[config.mk]
export PLATFORM = sky130hd
export DESIGN_NAME = hci_uart_h4_deframer_flat
export DESIGN_NICKNAME = d
export VERILOG_FILES = /design/src/hw/rtl/hci_h4_pkg.sv /design/src/hw/rtl/hci_h4_rx_if.sv /design/src/hw/rtl/hci_h4_tag_if.sv /design/src/hw/rtl/hci_uart_h4_deframer.sv /design/src/flat_wrapper.sv
export VERILOG_INCLUDE_DIRS = /design/src /design/src/hw/rtl
export SDC_FILE = /design/constraint.sdc
export NUM_CORES = 1
export LEC_CHECK = 0
export BUFFER_PORTS_ARGS = -buffer_cell sky130_fd_sc_hd__clkbuf_2
export CAP_MARGIN = 20
export CELL_PAD_IN_SITES_DETAIL_PLACEMENT = 1
export CELL_PAD_IN_SITES_GLOBAL_PLACEMENT = 1
export CORE_ASPECT_RATIO = 1.25
export CORE_UTILIZATION = 47
export DETAILED_ROUTE_END_ITERATION = 8
export PLACE_DENSITY = 0.95
export SYNTH_ARGS = -nofsm -noshare
export SYNTH_HDL_FRONTEND = slang
export SYNTH_SLANG_ARGS = --single-unit
[constraint.sdc]
create_clock -name clk -period 8.72 [get_ports clk]
set_input_delay 1.744 -clock clk [delete_from_list [all_inputs] [get_ports clk]]
set_output_delay 1.744 -clock clk [all_outputs]
set_load 0.05 [all_outputs]
[src/hw/rtl/hci_uart_h4_deframer_assert.svh]
//------------------------------------------------------------------------------
// HCI UART H4 deframer assertion macros
// Concurrent assertion wrappers shared by the deframer RTL. The checks vanish
// when the SYNTHESIS macro is defined.
//------------------------------------------------------------------------------
`ifndef HCI_UART_H4_DEFRAMER_ASSERT_SVH
`define HCI_UART_H4_DEFRAMER_ASSERT_SVH

`ifndef SYNTHESIS
// Same-cycle implication, sampled on clk and disabled while rst_n is low.
`define H4_ASSERT_NOW(lbl, ante, cons) \
    lbl: assert property (@(posedge clk) disable iff (!rst_n) (ante) |-> (cons)) \
        else $error("deframer check failed");
// Next-cycle implication, sampled on clk and disabled while rst_n is low.
`define H4_ASSERT_NEXT(lbl, ante, cons) \
    lbl: assert property (@(posedge clk) disable iff (!rst_n) (ante) |=> (cons)) \
        else $error("deframer check failed");
`else
`define H4_ASSERT_NOW(lbl, ante, cons)
`define H4_ASSERT_NEXT(lbl, ante, cons)
`endif

`endif

[src/hw/rtl/hci_h4_pkg.sv]
//------------------------------------------------------------------------------
// HCI H4 deframer package
// Packet kinds, status codes, register map and header sizes of the H4
// transport, shared by the tagged byte interface and the deframer.
//------------------------------------------------------------------------------
package hci_h4_pkg;

    typedef logic [2:0] kind_t;
    typedef logic [1:0] status_t;
    typedef logic [0:0] reg_idx_t;

    // Packet type byte values; zero marks an unknown type on the output.
    localparam kind_t KIND_NONE = 3'd0;
    localparam kind_t KIND_CMD  = 3'd1;
    localparam kind_t KIND_ACL  = 3'd2;
    localparam kind_t KIND_SCO  = 3'd3;
    localparam kind_t KIND_EVT  = 3'd4;
    localparam kind_t KIND_ISO  = 3'd5;

    localparam status_t STATUS_GOOD     = 2'd0;
    localparam status_t STATUS_UNKNOWN  = 2'd1;
    localparam status_t STATUS_OVERSIZE = 2'd2;

    localparam logic [7:0] LE_META_EVENT = 8'h3E;
    localparam logic [7:0] LE_ADV_REPORT = 8'h02;

    localparam int         MAX_LEN_W     = 17;
    localparam logic [16:0] MAX_LEN_RESET = 17'd1026;

    // APB register map: one 32-bit register every four bytes.
    localparam int       APB_ADDR_W  = 3;
    localparam reg_idx_t REG_MAX_LEN = 1'b0;
    localparam reg_idx_t REG_ISO_EN  = 1'b1;

    // Number of header bytes that follow the type byte.
    function automatic logic [2:0] header_size(input kind_t kind);
        logic [2:0] hlen;
        unique case (kind)
            KIND_CMD: hlen = 3'd3;
            KIND_ACL: hlen = 3'd4;
            KIND_SCO: hlen = 3'd3;
            KIND_EVT: hlen = 3'd2;
            KIND_ISO: hlen = 3'd4;
            default:  hlen = 3'd1;
        endcase
        return hlen;
    endfunction

endpackage

[src/hw/rtl/hci_h4_rx_if.sv]
//------------------------------------------------------------------------------
// HCI H4 receive byte channel
// Valid/ready channel that carries one received UART byte per beat.
//------------------------------------------------------------------------------
interface hci_h4_rx_if;

    logic       valid;
    logic       ready;
    logic [7:0] rx_byte;

    modport source (output valid, output rx_byte, input ready);
    modport sink   (input valid, input rx_byte, output ready);

endinterface

[src/hw/rtl/hci_h4_tag_if.sv]
//------------------------------------------------------------------------------
// HCI H4 tagged byte channel
// Valid/ready channel that carries one byte per beat together with its packet
// kind, framing marks, status and delivery decision.
//------------------------------------------------------------------------------
interface hci_h4_tag_if import hci_h4_pkg::*; ();

    logic       valid;
    logic       ready;
    logic [7:0] out_byte;
    kind_t      packet_kind;
    logic       first_mark;
    logic       last_mark;
    status_t    status;
    logic       deliver;
    logic       discardable;

    modport source (
        output valid, output out_byte, output packet_kind, output first_mark,
        output last_mark, output status, output deliver, output discardable,
        input ready
    );
    modport sink (
        input valid, input out_byte, input packet_kind, input first_mark,
        input last_mark, input status, input deliver, input discardable,
        output ready
    );

endinterface

[src/hw/rtl/hci_uart_h4_deframer.sv]
//------------------------------------------------------------------------------
// HCI UART H4 deframer
// Splits the received H4 byte stream into packets: tags each byte with its
// packet kind, first and last marks and status, and decides delivery on the
// last byte of every packet.
//
//   channel   kind        width    beat
//   h4_rx     sink        8        one received byte
//   h4_tag    source      17       byte, kind, marks, status, deliver, discard
//   apb       slave       32       max_packet_len at 0x0, iso_enable at 0x4
//
// Each byte passes through the input register and then the result register
// before its tag appears on h4_tag. One byte per cycle is sustained while
// h4_tag is ready; the framing state updates in one pass. A stall on h4_tag
// backs up into the input register, and h4_rx.ready drops only when both
// registers hold bytes. Reset restores the register defaults.
//------------------------------------------------------------------------------
`include "hci_uart_h4_deframer_assert.svh"

module hci_uart_h4_deframer import hci_h4_pkg::*; (
    input  logic                  clk,
    input  logic                  rst_n,
    hci_h4_rx_if.sink             h4_rx,
    hci_h4_tag_if.source          h4_tag,
    input  logic                  psel,
    input  logic                  penable,
    input  logic                  pwrite,
    input  logic [APB_ADDR_W-1:0] paddr,
    input  logic [31:0]           pwdata,
    output logic [31:0]           prdata,
    output logic                  pready
);

    typedef enum logic [1:0] {
        PH_TYPE    = 2'd0,
        PH_HEADER  = 2'd1,
        PH_PAYLOAD = 2'd2
    } phase_t;

    // Configuration
    logic [MAX_LEN_W-1:0] max_len_reg;
    logic                 iso_en_reg;
    logic                 cfg_wr;
    reg_idx_t             cfg_idx;

    // Input register
    logic       in_valid_reg;
    logic [7:0] in_byte_reg;
    logic       in_acc;
    logic       advance;

    // Framing state
    phase_t      phase_reg,    phase_next;
    kind_t       kind_reg,     kind_next;
    logic [2:0]  hpos_reg,     hpos_next;
    logic [7:0]  len_lo_reg,   len_lo_next;
    logic [15:0] remain_reg,   remain_next;
    logic [7:0]  evt_code_reg, evt_code_next;
    logic        advert_reg,   advert_next;
    logic        over_reg,     over_next;

    // Result of the byte in the input register
    kind_t   res_kind;
    logic    res_first;
    logic    res_last;
    status_t res_status;
    logic    res_deliver;
    logic    res_discard;

    // Result register
    logic       out_valid_reg;
    logic [7:0] out_byte_reg;
    kind_t      out_kind_reg;
    logic       out_first_reg;
    logic       out_last_reg;
    status_t    out_status_reg;
    logic       out_deliver_reg;
    logic       out_discard_reg;

    assign pready  = 1'b1;
    assign cfg_wr  = psel && penable && pwrite && pready;
    assign cfg_idx = paddr[2];

    always_comb
    begin
        unique case (cfg_idx)
            REG_MAX_LEN: prdata = {{(32-MAX_LEN_W){1'b0}}, max_len_reg};
            REG_ISO_EN:  prdata = {31'b0, iso_en_reg};
            default:     prdata = 32'b0;
        endcase
    end

    assign advance      = in_valid_reg && (!out_valid_reg || h4_tag.ready);
    assign h4_rx.ready  = !in_valid_reg || advance;
    assign in_acc       = h4_rx.valid && h4_rx.ready;

    // Framing logic for the byte in the input register.
    always_comb
    begin
        logic        have_len;
        logic [15:0] payload;
        logic [16:0] total;
        logic [15:0] remain_dec;
        logic        unknown;

        have_len      = 1'b0;
        payload       = 16'd0;
        total         = 17'd0;
        remain_dec    = 16'd0;
        unknown       = 1'b0;

        phase_next    = phase_reg;
        kind_next     = kind_reg;
        hpos_next     = hpos_reg;
        len_lo_next   = len_lo_reg;
        remain_next   = remain_reg;
        evt_code_next = evt_code_reg;
        advert_next   = advert_reg;
        over_next     = over_reg;

        res_kind      = kind_reg;
        res_first     = 1'b0;
        res_last      = 1'b0;
        res_status    = STATUS_GOOD;
        res_deliver   = 1'b0;
        res_discard   = 1'b0;

        unique case (phase_reg)
            PH_HEADER:
            begin
                unique case (kind_reg)
                    KIND_CMD, KIND_SCO:
                    begin
                        if (hpos_reg == 3'd2)
                        begin
                            payload  = {8'd0, in_byte_reg};
                            have_len = 1'b1;
                        end
                    end
                    KIND_EVT:
                    begin
                        if (hpos_reg == 3'd0)
                        begin
                            evt_code_next = in_byte_reg;
                        end
                        else if (hpos_reg == 3'd1)
                        begin
                            payload  = {8'd0, in_byte_reg};
                            have_len = 1'b1;
                        end
                    end
                    KIND_ACL, KIND_ISO:
                    begin
                        if (hpos_reg == 3'd2)
                        begin
                            len_lo_next = in_byte_reg;
                        end
                        else if (hpos_reg == 3'd3)
                        begin
                            if (kind_reg == KIND_ISO)
                            begin
                                payload = {2'b00, in_byte_reg[5:0], len_lo_reg};
                            end
                            else
                            begin
                                payload = {in_byte_reg, len_lo_reg};
                            end
                            have_len = 1'b1;
                        end
                    end
                    default:
                    begin
                        // A kind that cannot be in this phase closes at once.
                        have_len = 1'b1;
                    end
                endcase
                hpos_next = hpos_reg + 3'd1;
                if (have_len)
                begin
                    total = 17'd1 + {14'd0, header_size(kind_reg)} + {1'b0, payload};
                    if (total > max_len_reg)
                    begin
                        over_next = 1'b1;
                    end
                    if (payload == 16'd0)
                    begin
                        res_last = 1'b1;
                    end
                    else
                    begin
                        phase_next  = PH_PAYLOAD;
                        remain_next = payload;
                        hpos_next   = 3'd0;
                    end
                end
                res_status = over_next ? STATUS_OVERSIZE : STATUS_GOOD;
            end
            PH_PAYLOAD:
            begin
                // Position zero here means the first payload byte.
                if (hpos_reg == 3'd0)
                begin
                    if (kind_reg == KIND_EVT && evt_code_reg == LE_META_EVENT &&
                        in_byte_reg == LE_ADV_REPORT)
                    begin
                        advert_next = 1'b1;
                    end
                    hpos_next = 3'd1;
                end
                res_status  = over_reg ? STATUS_OVERSIZE : STATUS_GOOD;
                remain_dec  = (remain_reg != 16'd0) ? remain_reg - 16'd1 : remain_reg;
                remain_next = remain_dec;
                res_last    = (remain_dec == 16'd0);
            end
            default:
            begin
                res_first = 1'b1;
                if (in_byte_reg >= {5'd0, KIND_CMD} && in_byte_reg <= {5'd0, KIND_ISO})
                begin
                    kind_next     = in_byte_reg[2:0];
                    res_kind      = in_byte_reg[2:0];
                    phase_next    = PH_HEADER;
                    hpos_next     = 3'd0;
                    len_lo_next   = 8'd0;
                    evt_code_next = 8'd0;
                    advert_next   = 1'b0;
                    over_next     = 1'b0;
                    remain_next   = 16'd0;
                end
                else
                begin
                    unknown    = 1'b1;
                    res_kind   = KIND_NONE;
                    res_last   = 1'b1;
                    res_status = STATUS_UNKNOWN;
                end
            end
        endcase

        if (res_last && !unknown)
        begin
            res_deliver = !over_next &&
                          (kind_reg == KIND_EVT || kind_reg == KIND_ACL ||
                           (kind_reg == KIND_ISO && iso_en_reg));
            res_discard = res_deliver && kind_reg == KIND_EVT && advert_next;
        end

        if (res_last)
        begin
            phase_next  = PH_TYPE;
            hpos_next   = 3'd0;
            remain_next = 16'd0;
            advert_next = 1'b0;
            over_next   = 1'b0;
        end
    end

    always_ff @(posedge clk or negedge rst_n)
    begin
        if (!rst_n)
        begin
            max_len_reg   <= MAX_LEN_RESET;
            iso_en_reg    <= 1'b1;
            in_valid_reg  <= 1'b0;
            phase_reg     <= PH_TYPE;
            kind_reg      <= KIND_NONE;
            hpos_reg      <= 3'd0;
            len_lo_reg    <= 8'd0;
            remain_reg    <= 16'd0;
            evt_code_reg  <= 8'd0;
            advert_reg    <= 1'b0;
            over_reg      <= 1'b0;
            out_valid_reg <= 1'b0;
        end
        else
        begin
            if (cfg_wr)
            begin
                unique case (cfg_idx)
                    REG_MAX_LEN: max_len_reg <= pwdata[MAX_LEN_W-1:0];
                    REG_ISO_EN:  iso_en_reg  <= pwdata[0];
                    default:     ;
                endcase
            end

            if (in_acc)
            begin
                in_valid_reg <= 1'b1;
            end
            else if (advance)
            begin
                in_valid_reg <= 1'b0;
            end

            if (advance)
            begin
                phase_reg     <= phase_next;
                kind_reg      <= kind_next;
                hpos_reg      <= hpos_next;
                len_lo_reg    <= len_lo_next;
                remain_reg    <= remain_next;
                evt_code_reg  <= evt_code_next;
                advert_reg    <= advert_next;
                over_reg      <= over_next;
                out_valid_reg <= 1'b1;
            end
            else if (h4_tag.ready)
            begin
                out_valid_reg <= 1'b0;
            end
        end
    end

    // Payload registers carry no reset.
    always_ff @(posedge clk)
    begin
        if (in_acc)
        begin
            in_byte_reg <= h4_rx.rx_byte;
        end
        if (advance)
        begin
            out_byte_reg    <= in_byte_reg;
            out_kind_reg    <= res_kind;
            out_first_reg   <= res_first;
            out_last_reg    <= res_last;
            out_status_reg  <= res_status;
            out_deliver_reg <= res_deliver;
            out_discard_reg <= res_discard;
        end
    end

    assign h4_tag.valid       = out_valid_reg;
    assign h4_tag.out_byte    = out_byte_reg;
    assign h4_tag.packet_kind = out_kind_reg;
    assign h4_tag.first_mark  = out_first_reg;
    assign h4_tag.last_mark   = out_last_reg;
    assign h4_tag.status      = out_status_reg;
    assign h4_tag.deliver     = out_deliver_reg;
    assign h4_tag.discardable = out_discard_reg;

    // A delivered packet always ends good.
    `H4_ASSERT_NOW(a_deliver_good, out_valid_reg && out_deliver_reg,
        out_last_reg && out_status_reg == STATUS_GOOD)
    // Only a delivered event may be marked discardable.
    `H4_ASSERT_NOW(a_discard_evt, out_valid_reg && out_discard_reg,
        out_deliver_reg && out_kind_reg == KIND_EVT)
    // An unknown type byte is a packet of its own.
    `H4_ASSERT_NOW(a_unknown_single, out_valid_reg && out_kind_reg == KIND_NONE,
        out_first_reg && out_last_reg && out_status_reg == STATUS_UNKNOWN)
    // The payload phase always has bytes left to count.
    `H4_ASSERT_NOW(a_payload_count, phase_reg == PH_PAYLOAD, remain_reg != 16'd0)
    // The byte that closes a packet returns the deframer to the type byte.
    `H4_ASSERT_NEXT(a_last_to_type, advance && res_last, phase_reg == PH_TYPE)

endmodule

[src/flat_wrapper.sv]
// flat-port wrapper written by rule: the top's interface ports become plain ports
module hci_uart_h4_deframer_flat import hci_h4_pkg::*;
  (clk, rst_n, psel, penable, pwrite, paddr, pwdata, prdata, pready, h4_rx_valid, h4_rx_rx_byte, h4_rx_ready, h4_tag_valid, h4_tag_out_byte, h4_tag_packet_kind, h4_tag_first_mark, h4_tag_last_mark, h4_tag_status, h4_tag_deliver, h4_tag_discardable, h4_tag_ready);
  hci_h4_rx_if h4_rx_i ();
  hci_h4_tag_if h4_tag_i ();
  input  logic clk;
  input  logic rst_n;
  input  logic psel;
  input  logic penable;
  input  logic pwrite;
  input  logic [APB_ADDR_W-1:0] paddr;
  input  logic [31:0] pwdata;
  output logic [31:0] prdata;
  output logic pready;
  input wire logic [$bits(h4_rx_i.valid)-1:0] h4_rx_valid;
  input wire logic [$bits(h4_rx_i.rx_byte)-1:0] h4_rx_rx_byte;
  output wire logic [$bits(h4_rx_i.ready)-1:0] h4_rx_ready;
  output wire logic [$bits(h4_tag_i.valid)-1:0] h4_tag_valid;
  output wire logic [$bits(h4_tag_i.out_byte)-1:0] h4_tag_out_byte;
  output wire logic [$bits(h4_tag_i.packet_kind)-1:0] h4_tag_packet_kind;
  output wire logic [$bits(h4_tag_i.first_mark)-1:0] h4_tag_first_mark;
  output wire logic [$bits(h4_tag_i.last_mark)-1:0] h4_tag_last_mark;
  output wire logic [$bits(h4_tag_i.status)-1:0] h4_tag_status;
  output wire logic [$bits(h4_tag_i.deliver)-1:0] h4_tag_deliver;
  output wire logic [$bits(h4_tag_i.discardable)-1:0] h4_tag_discardable;
  input wire logic [$bits(h4_tag_i.ready)-1:0] h4_tag_ready;
  assign h4_rx_i.valid = h4_rx_valid;
  assign h4_rx_i.rx_byte = h4_rx_rx_byte;
  assign h4_rx_ready = h4_rx_i.ready;
  assign h4_tag_valid = h4_tag_i.valid;
  assign h4_tag_out_byte = h4_tag_i.out_byte;
  assign h4_tag_packet_kind = h4_tag_i.packet_kind;
  assign h4_tag_first_mark = h4_tag_i.first_mark;
  assign h4_tag_last_mark = h4_tag_i.last_mark;
  assign h4_tag_status = h4_tag_i.status;
  assign h4_tag_deliver = h4_tag_i.deliver;
  assign h4_tag_discardable = h4_tag_i.discardable;
  assign h4_tag_i.ready = h4_tag_ready;
  hci_uart_h4_deframer u_core (.clk(clk), .rst_n(rst_n), .h4_rx(h4_rx_i), .h4_tag(h4_tag_i), .psel(psel), .penable(penable), .pwrite(pwrite), .paddr(paddr), .pwdata(pwdata), .prdata(prdata), .pready(pready));
endmodule
== Word-level counts from Yosys, hierarchy flattened ==
Index checks and enable logic that the tools add are counted.
Word-level totals
  register bits: 87
  bits in latches: 0
  RAM bits: 0
  ROM bits: 0
  output and inout port bits: 52
  memories: 0
Operators by class
  $add $sub $neg: 4
  multiply operators: 0
  div/mod/pow operators: 0
  magnitude comparators: 3
  equal/unequal tests: 20
  shift-type cells: 0
  mux-type cells: 70
  bitwise logic cells: 3
  reduce and logical (&&, ||, !) cells: 40
Operator list (number)
  $mux W16: 10
  $pmux W32 S2: 1
  $mux W8: 7
  $pmux W16 S3: 1
  $logic_not A16 Y1: 2
  $pmux W16 S2: 1
  $pmux W8 S2: 2
  $mux W3: 9
  $mux W1: 25
  $add A17 B16 Y17: 1
  $gt A17 B17 Y1: 1
  $reduce_bool A16 Y1: 1
  $sub A16 B1 Y16 const B: 1
  $reduce_and A5 Y1: 3
  $eq A3 B2 Y1 const B: 4
  $logic_and A1 B1 Y1: 12
  $mux W2: 6
  $pmux W3 S3: 1
  $eq A8 B2 Y1 const B: 1
  $eq A8 B6 Y1 const B: 1
  $ge A8 B1 Y1 const B: 1
  $le A8 B3 Y1 const B: 1
  $ne A2 B1 Y1 const B: 4
  $pmux W2 S2: 2
  other kinds (23): 42

== Depth between registers and ports, before layout ==
  depth after elaboration: 18
  mapped depth: 22

== Worst setup path after synthesis ==
OpenSTA, ideal clock, no wires.
  path type: register -> register
  start point: register u_core.kind_reg[2]
  end point: register u_core.out_status_reg[1] (netlist: u_core.h4_tag.status[1]) (data pin)
  data arrival time: 4.376 ns
  required time: 8.466 ns
  setup slack: 4.089 ns
  cell stages (with the launch flop): 23
  buffers on the path: 4
  clock period less this slack: 4.631 ns
  cell sequence: dfrtp_1 -> buf_6 -> or3b_1 -> buf_6 -> a211oi_2 -> buf_2 -> clkbuf_1 -> a22o_1 -> ha_1 -> ha_1 -> nor2_1 -> nor4_1 -> o31ai_2 -> nor4_1 -> mux2i_1 -> ha_1 -> a21o_1 -> a21oi_1 -> o22ai_1 -> nor2_1 -> o21ai_0 -> o21a_1 -> o21a_1
Between the ends
  word-level cells in the longest chain between the ends: 13
  elaborated cells between the ends (all ways): 25
RTL lines
  from (decl): line hci_uart_h4_deframer.sv:54  | kind_t kind_reg, kind_next;
  from (signal assigned): line hci_uart_h4_deframer.sv:298  | kind_reg <= kind_next;
  $eq A3 B3 Y1 (tied with other cells): line hci_h4_pkg.sv:38, hci_uart_h4_deframer.sv:131, hci_uart_h4_deframer.sv:160
  $reduce_or A2 Y1 (no line) or $mux W16 (tied branches)
  $pmux W3 S3 or $mux W16 (tied branches): line hci_h4_pkg.sv:38, hci_uart_h4_deframer.sv:158
  $mux W3 or $mux W16 (tied branches): line hci_uart_h4_deframer.sv:178, hci_uart_h4_deframer.sv:154
  $mux W3 or $pmux W16 S3 (tied branches): line hci_uart_h4_deframer.sv:128, hci_uart_h4_deframer.sv:131
  $add A1 B3 Y4 or $mux W16 (tied branches): line hci_uart_h4_deframer.sv:180, hci_uart_h4_deframer.sv:128
  $add A17 B16 Y17: line hci_uart_h4_deframer.sv:180  | total = 17'd1 + {14'd0, header_size(kind_reg)} + {1'b0, payload};
  $gt A17 B17 Y1: line hci_uart_h4_deframer.sv:181  | if (total > max_len_reg)
  $mux W1: line hci_uart_h4_deframer.sv:181
  $mux W1 (*): line hci_uart_h4_deframer.sv:178  | if (have_len)
  $mux W1 (*): line hci_uart_h4_deframer.sv:128  | unique case (phase_reg)
  $mux W2 (*): line hci_uart_h4_deframer.sv:196  | res_status = over_next ? STATUS_OVERSIZE : STATUS_GOOD;
  $pmux W2 S2 (*): line hci_uart_h4_deframer.sv:128
  named net u_core.res_status[1]: line hci_uart_h4_deframer.sv:66  | status_t res_status;
  to (signal assigned): line hci_uart_h4_deframer.sv:327  | out_status_reg <= res_status;
  to (decl): line hci_uart_h4_deframer.sv:76  | status_t out_status_reg;
The timed path passes the listed nets; every way through them passes the cells marked *. The select of a mux whose other input is x is not followed.
A chain may end at the register's enable or synchronous reset.

== Worst setup path in the final report ==
  start point: register u_core.hpos_reg[0]
  end point: register u_core.out_discard_reg (netlist: u_core.h4_tag.discardable) (data pin)
Between the ends
  word-level cells in the longest chain between the ends: 15
  elaborated cells between the ends (all ways): 35
RTL lines
  from (decl): line hci_uart_h4_deframer.sv:55  | logic [2:0] hpos_reg, hpos_next;
  from (signal assigned): line hci_uart_h4_deframer.sv:299  | hpos_reg <= hpos_next;
  $eq A3 B2 Y1 or $eq A3 B1 Y1 (tied branches): line hci_uart_h4_deframer.sv:158, hci_uart_h4_deframer.sv:146
  $mux W16 or $mux W8 (tied branches): line hci_uart_h4_deframer.sv:158, hci_uart_h4_deframer.sv:146
  $mux W16 (on tied branches): line hci_uart_h4_deframer.sv:154, hci_uart_h4_deframer.sv:142
  $pmux W16 S3: line hci_uart_h4_deframer.sv:131  | unique case (kind_reg)
  $mux W16: line hci_uart_h4_deframer.sv:128
  $add A17 B16 Y17: line hci_uart_h4_deframer.sv:180
  $gt A17 B17 Y1: line hci_uart_h4_deframer.sv:181
  $mux W1: line hci_uart_h4_deframer.sv:181
  $mux W1: line hci_uart_h4_deframer.sv:178
  $mux W1: line hci_uart_h4_deframer.sv:128
  $pmux W1 S2: line hci_uart_h4_deframer.sv:128
  $logic_not A1 Y1: line hci_uart_h4_deframer.sv:242  | res_deliver = !over_next &&
  $logic_and A1 B1 Y1: line hci_uart_h4_deframer.sv:242
  $logic_and A1 B1 Y1 (2 in a row): line hci_uart_h4_deframer.sv:245  | res_discard = res_deliver && kind_reg == KIND_EVT && advert_next;
  to (signal assigned): line hci_uart_h4_deframer.sv:329  | out_discard_reg <= res_discard;
  to (decl): line hci_uart_h4_deframer.sv:78  | logic out_discard_reg;
Parallel ways exist; a longest one is shown, timed or not. The select of a mux whose other input is x is not followed.

==> summary by stage <==
Outcome
The flow ran to the end, and the final reports show no timing, DRC or antenna violations.

Yosys
Synthesis inferred 87 register bits. The cell area that synthesis handed to floorplanning was 5952 um2. During synthesis, Yosys emitted a total of 0 warnings. The async set or reset register ratio after synthesis is 71.26%.

The gate count of the mapped netlist is 633. In this run, distinct cell masters in the synthesized netlist total 75. The mean post-synth cell area is 9.403 um2.

The sequential fraction of the synthesis area is 38.74%. The top flip-flop cell by instance count after synthesis is sky130_fd_sc_hd__dfrtp_1. The number of synthesized flops with an enable pin is 25.

Detailed routing
The first routing iteration left 546 violations. In this run the remaining antenna-violating nets after routing total 0. Summed over all layers, the routed wires come to 19.34 mm. In the routed layout, each cell is associated on average with a via count of 6.520. The via count is 5575. The number of search-and-repair iterations in the first detailed-routing pass is 5. After detailed routing, the number of remaining DRC violations is 0.

Dividing the detail-routed wire length by the instance count gives 22.62 um.

Die
The vertical die dimension is 127.8 um. The number of placed I/O pins is 102. The floorplan die area is 13120 um2. The die is 102.7 um wide. The floorplan step defined a core boundary enclosing 12220 um2. Once the floorplan was initialized, standard cells occupied 48.71% of the core. Row generation in the floorplan step produced 45 rows.

Critical path
Counting both buffers and inverters, the worst setup path holds a total of 2. The critical path goes through inv_1, ha_1, nor2b_1, a211oi_2, buf_4, a221oi_1, nor2_1, ha_1, nor2_1, nor4_1, nor4b_2, nor3_1, xor2_1, ha_1, a21o_1, a21o_1, a21oi_1, o21ai_0, o21a_1, nor4_1. Counting cells, the worst reg-to-reg path comes to 20. STA classifies the critical path startpoint as a flip-flop.

The kind of critical path is flip-flop to flip-flop. In this run the register-to-register setup slack is 2.92 ns. The endpoint type of the worst setup path is a flip-flop. The path length in cells of the critical path is 20.

The critical path's most frequent cell is sky130_fd_sc_hd__ha_1. The cell type of the slowest stage on the worst timing path is sky130_fd_sc_hd__nor2b_1. Tracing the worst setup path back leads to its startpoint at u_core.hpos_reg[0].

The critical register-to-register path endpoint is u_core.h4_tag.discardable. The maximum single-stage delay on the critical path is 0.60 ns. The dominant delay contributor by cell family on the critical path is simple AND/OR/NAND/NOR gates. The beginning of the worst register-to-register path is u_core.hpos_reg[0]. The data required time of the critical path is 8.88 ns. Of all nets on the critical path, the largest fanout is 21. The worst setup path endpoint is u_core.h4_tag.discardable. At the worst endpoint, the arrival time is 5.95 ns.

STA
Measured against its own limit, the worst slew margin works out to 27.39%. The fmax is 0.1725 GHz. The number of max-slew violations in the final report is 0. The worst setup slack after layout is 2.924 ns.

Of the available clock period, the critical path in the final layout requires 66.46%. The final total negative setup slack is 0 ns. Setup repair after global routing left no endpoint under its margin. The shortest clock period the worst path allows after layout is 5.796 ns. The final setup skew is 0.009075 ns. For the pin with the worst max-slew slack, the measured transition is 1.083 ns. The total count of hold-check failures in the final report is 0. The number of failing setup endpoints in the final timing report is 0.

Global route
The global-route wire length before repair is 31.10 mm. Across every metal layer, demand over resource in global routing totals 31.10%. The number of antenna violations at the first check in global routing came to 0. The overflow left after global routing is 0. The via count of the first global-routing pass came to 6039. Entering global routing, the biggest net connects 63 pins.

Finish
The number of nets in the layout is 765. The final cell count without fillers is 855. The most common library cell in the layout ignoring fill and taps is sky130_fd_sc_hd__clkbuf_2. The filler cell count is 1421. Leaving out fill and tap cells, the most frequent cells in the layout are sky130_fd_sc_hd__clkbuf_2, sky130_fd_sc_hd__dfrtp_1, sky130_fd_sc_hd__nor2_1, sky130_fd_sc_hd__inv_1, sky130_fd_sc_hd__nand2_1. The layout cell share with drive strength beyond 1 is 21.27%. The register with the most flip-flops in the layout has 17 of them. 0 antenna diodes ended up in the layout. The area added between synthesis and finish is 11.52%.

CTS
The total of hold buffers inserted after clock tree synthesis is 0. TritonCTS built the clock tree. The TritonCTS buffer count is 9.

The latest clock arrival within the worst-skew pair is 0.36 ns. The number of gates resized after CTS was 0. The clock passes through at most 2 buffers. The clock tree root buffer cell is sky130_fd_sc_hd__clkbuf_16. The H-tree was split into 3 levels. The clock drives 87 sinks. The total setup buffers inserted after CTS is 0. Clock-pin slew was measured on the worst setup and hold paths at 0.07 ns.

Worst hold path
The class of the most critical hold timing path is flip-flop to flip-flop.

Placement
The pre-CTS worst setup slack is 3.244 ns. The number of placed instances, taps included, is 839. Detailed placement finished with a half-perimeter wire length of 13.56 mm. The congestion estimate from routability-driven global placement came to 0.9379. Buffers placed on the I/O ports in this run total 68.

Power
In this run the power density over the cells is 202.1 nW/um2. The worst vdd rail ir drop is 0.1213 mV. For this design the static power due to leakage is 3.051 nW.

Job
Max-cap violations in this run came to 0.
-- synth_stat cells, types with 7 or more instances --
master | n | area [um2]
sky130_fd_sc_hd__o31ai_1 | 7 | 52.55
sky130_fd_sc_hd__edfxtp_1 | 25 | 750.7
sky130_fd_sc_hd__o21ai_0 | 31 | 155.2
sky130_fd_sc_hd__ha_1 | 29 | 362.9
sky130_fd_sc_hd__nor2_1 | 52 | 195.2
sky130_fd_sc_hd__mux2_2 | 35 | 394.1
sky130_fd_sc_hd__nand2_1 | 36 | 135.1
sky130_fd_sc_hd__nand3_1 | 20 | 100.1
sky130_fd_sc_hd__nor2b_1 | 7 | 43.79
sky130_fd_sc_hd__clkbuf_1 | 22 | 82.58
sky130_fd_sc_hd__and3_1 | 7 | 43.79
sky130_fd_sc_hd__a21oi_1 | 19 | 95.09
sky130_fd_sc_hd__mux2i_1 | 9 | 90.09
sky130_fd_sc_hd__a21o_1 | 16 | 120.1
sky130_fd_sc_hd__nor3_1 | 23 | 115.1
sky130_fd_sc_hd__dfrtp_1 | 59 | 1476
sky130_fd_sc_hd__inv_1 | 48 | 180.2
sky130_fd_sc_hd__or3_1 | 9 | 56.30
sky130_fd_sc_hd__nand4_1 | 9 | 56.30
sky130_fd_sc_hd__buf_4 | 16 | 120.1
sky130_fd_sc_hd__o211ai_1 | 7 | 52.55
sky130_fd_sc_hd__xnor2_1 | 8 | 70.07
sky130_fd_sc_hd__nand2b_1 | 10 | 62.56
sky130_fd_sc_hd__a22oi_1 | 9 | 67.56
sky130_fd_sc_hd__o22ai_1 | 7 | 43.79
sky130_fd_sc_hd__nor4_1 | 9 | 56.30
-- how the worst min path moves through the flow --
stage,from,endpoint,cells past startpoint
floorplan,u_core.in_byte_reg[0],u_core.h4_tag.out_byte[0],0
global placement,u_core.over_reg,u_core.over_reg,1
detailed placement,u_core.in_valid_reg,u_core.h4_tag.valid,1
CTS,u_core.over_reg,u_core.over_reg,1
global route,u_core.over_reg,u_core.over_reg,1
finish,u_core.over_reg,u_core.over_reg,1
-- per-stage QoR --
stage               util, %  hold WS [ns]  cell area [um2]  power [mW]
floorplan                 -        0.4244             6005      0.8232
global placement      51.87        0.4668             6337      0.9054
detailed placement    51.87        0.4809             6337      0.9347
CTS                   54.33        0.5061             6638       1.334
global route          54.33        0.5155             6638       1.382
finish                54.33        0.5001             6638       1.341
-- power breakdown --
part           switching (mW)  leakage (nW)  internal [mW]
clock                   0.173         0.145          0.225
combinational           0.312          1.86          0.125
sequential             0.0373          1.04          0.470
total                   0.522          3.05          0.819
-- cells by family after synthesis --
group,Yosys count,share of synthesized area [%]
fa+ha+maj,29,6.096
other cells,2,0.1262
compound gates,151,18.50
simple gates,217,19.70
xor+xnor,10,1.472
flops,87,38.74
mux,44,8.135
buf+inv,93,7.231
-- area by class of cell --
| type | count | area, um2 | area share, % |
|---|---|---|---|
| clock inverters | 6 | 71.32 | 1.074 |
| flip-flops and latches | 87 | 2306 | 34.74 |
| multi-input cells | 467 | 3268 | 49.24 |
| repair buffers | 73 | 377.9 | 5.693 |
| well taps | 164 | 205.2 | 3.091 |
| clock buffers | 10 | 229.0 | 3.450 |
| inverters | 48 | 180.2 | 2.714 |
-- per-layer routing --
metal	routed length, um	global-route usage, %	vias up
met4	1228	20.50	0
met2	9975	53.69	287
met5	0	0	-
met1	7072	34.41	2774
met3	1066	5.616	110
li1	-	-	2404
No activity file was read; power rests on OpenSTA's default activity.
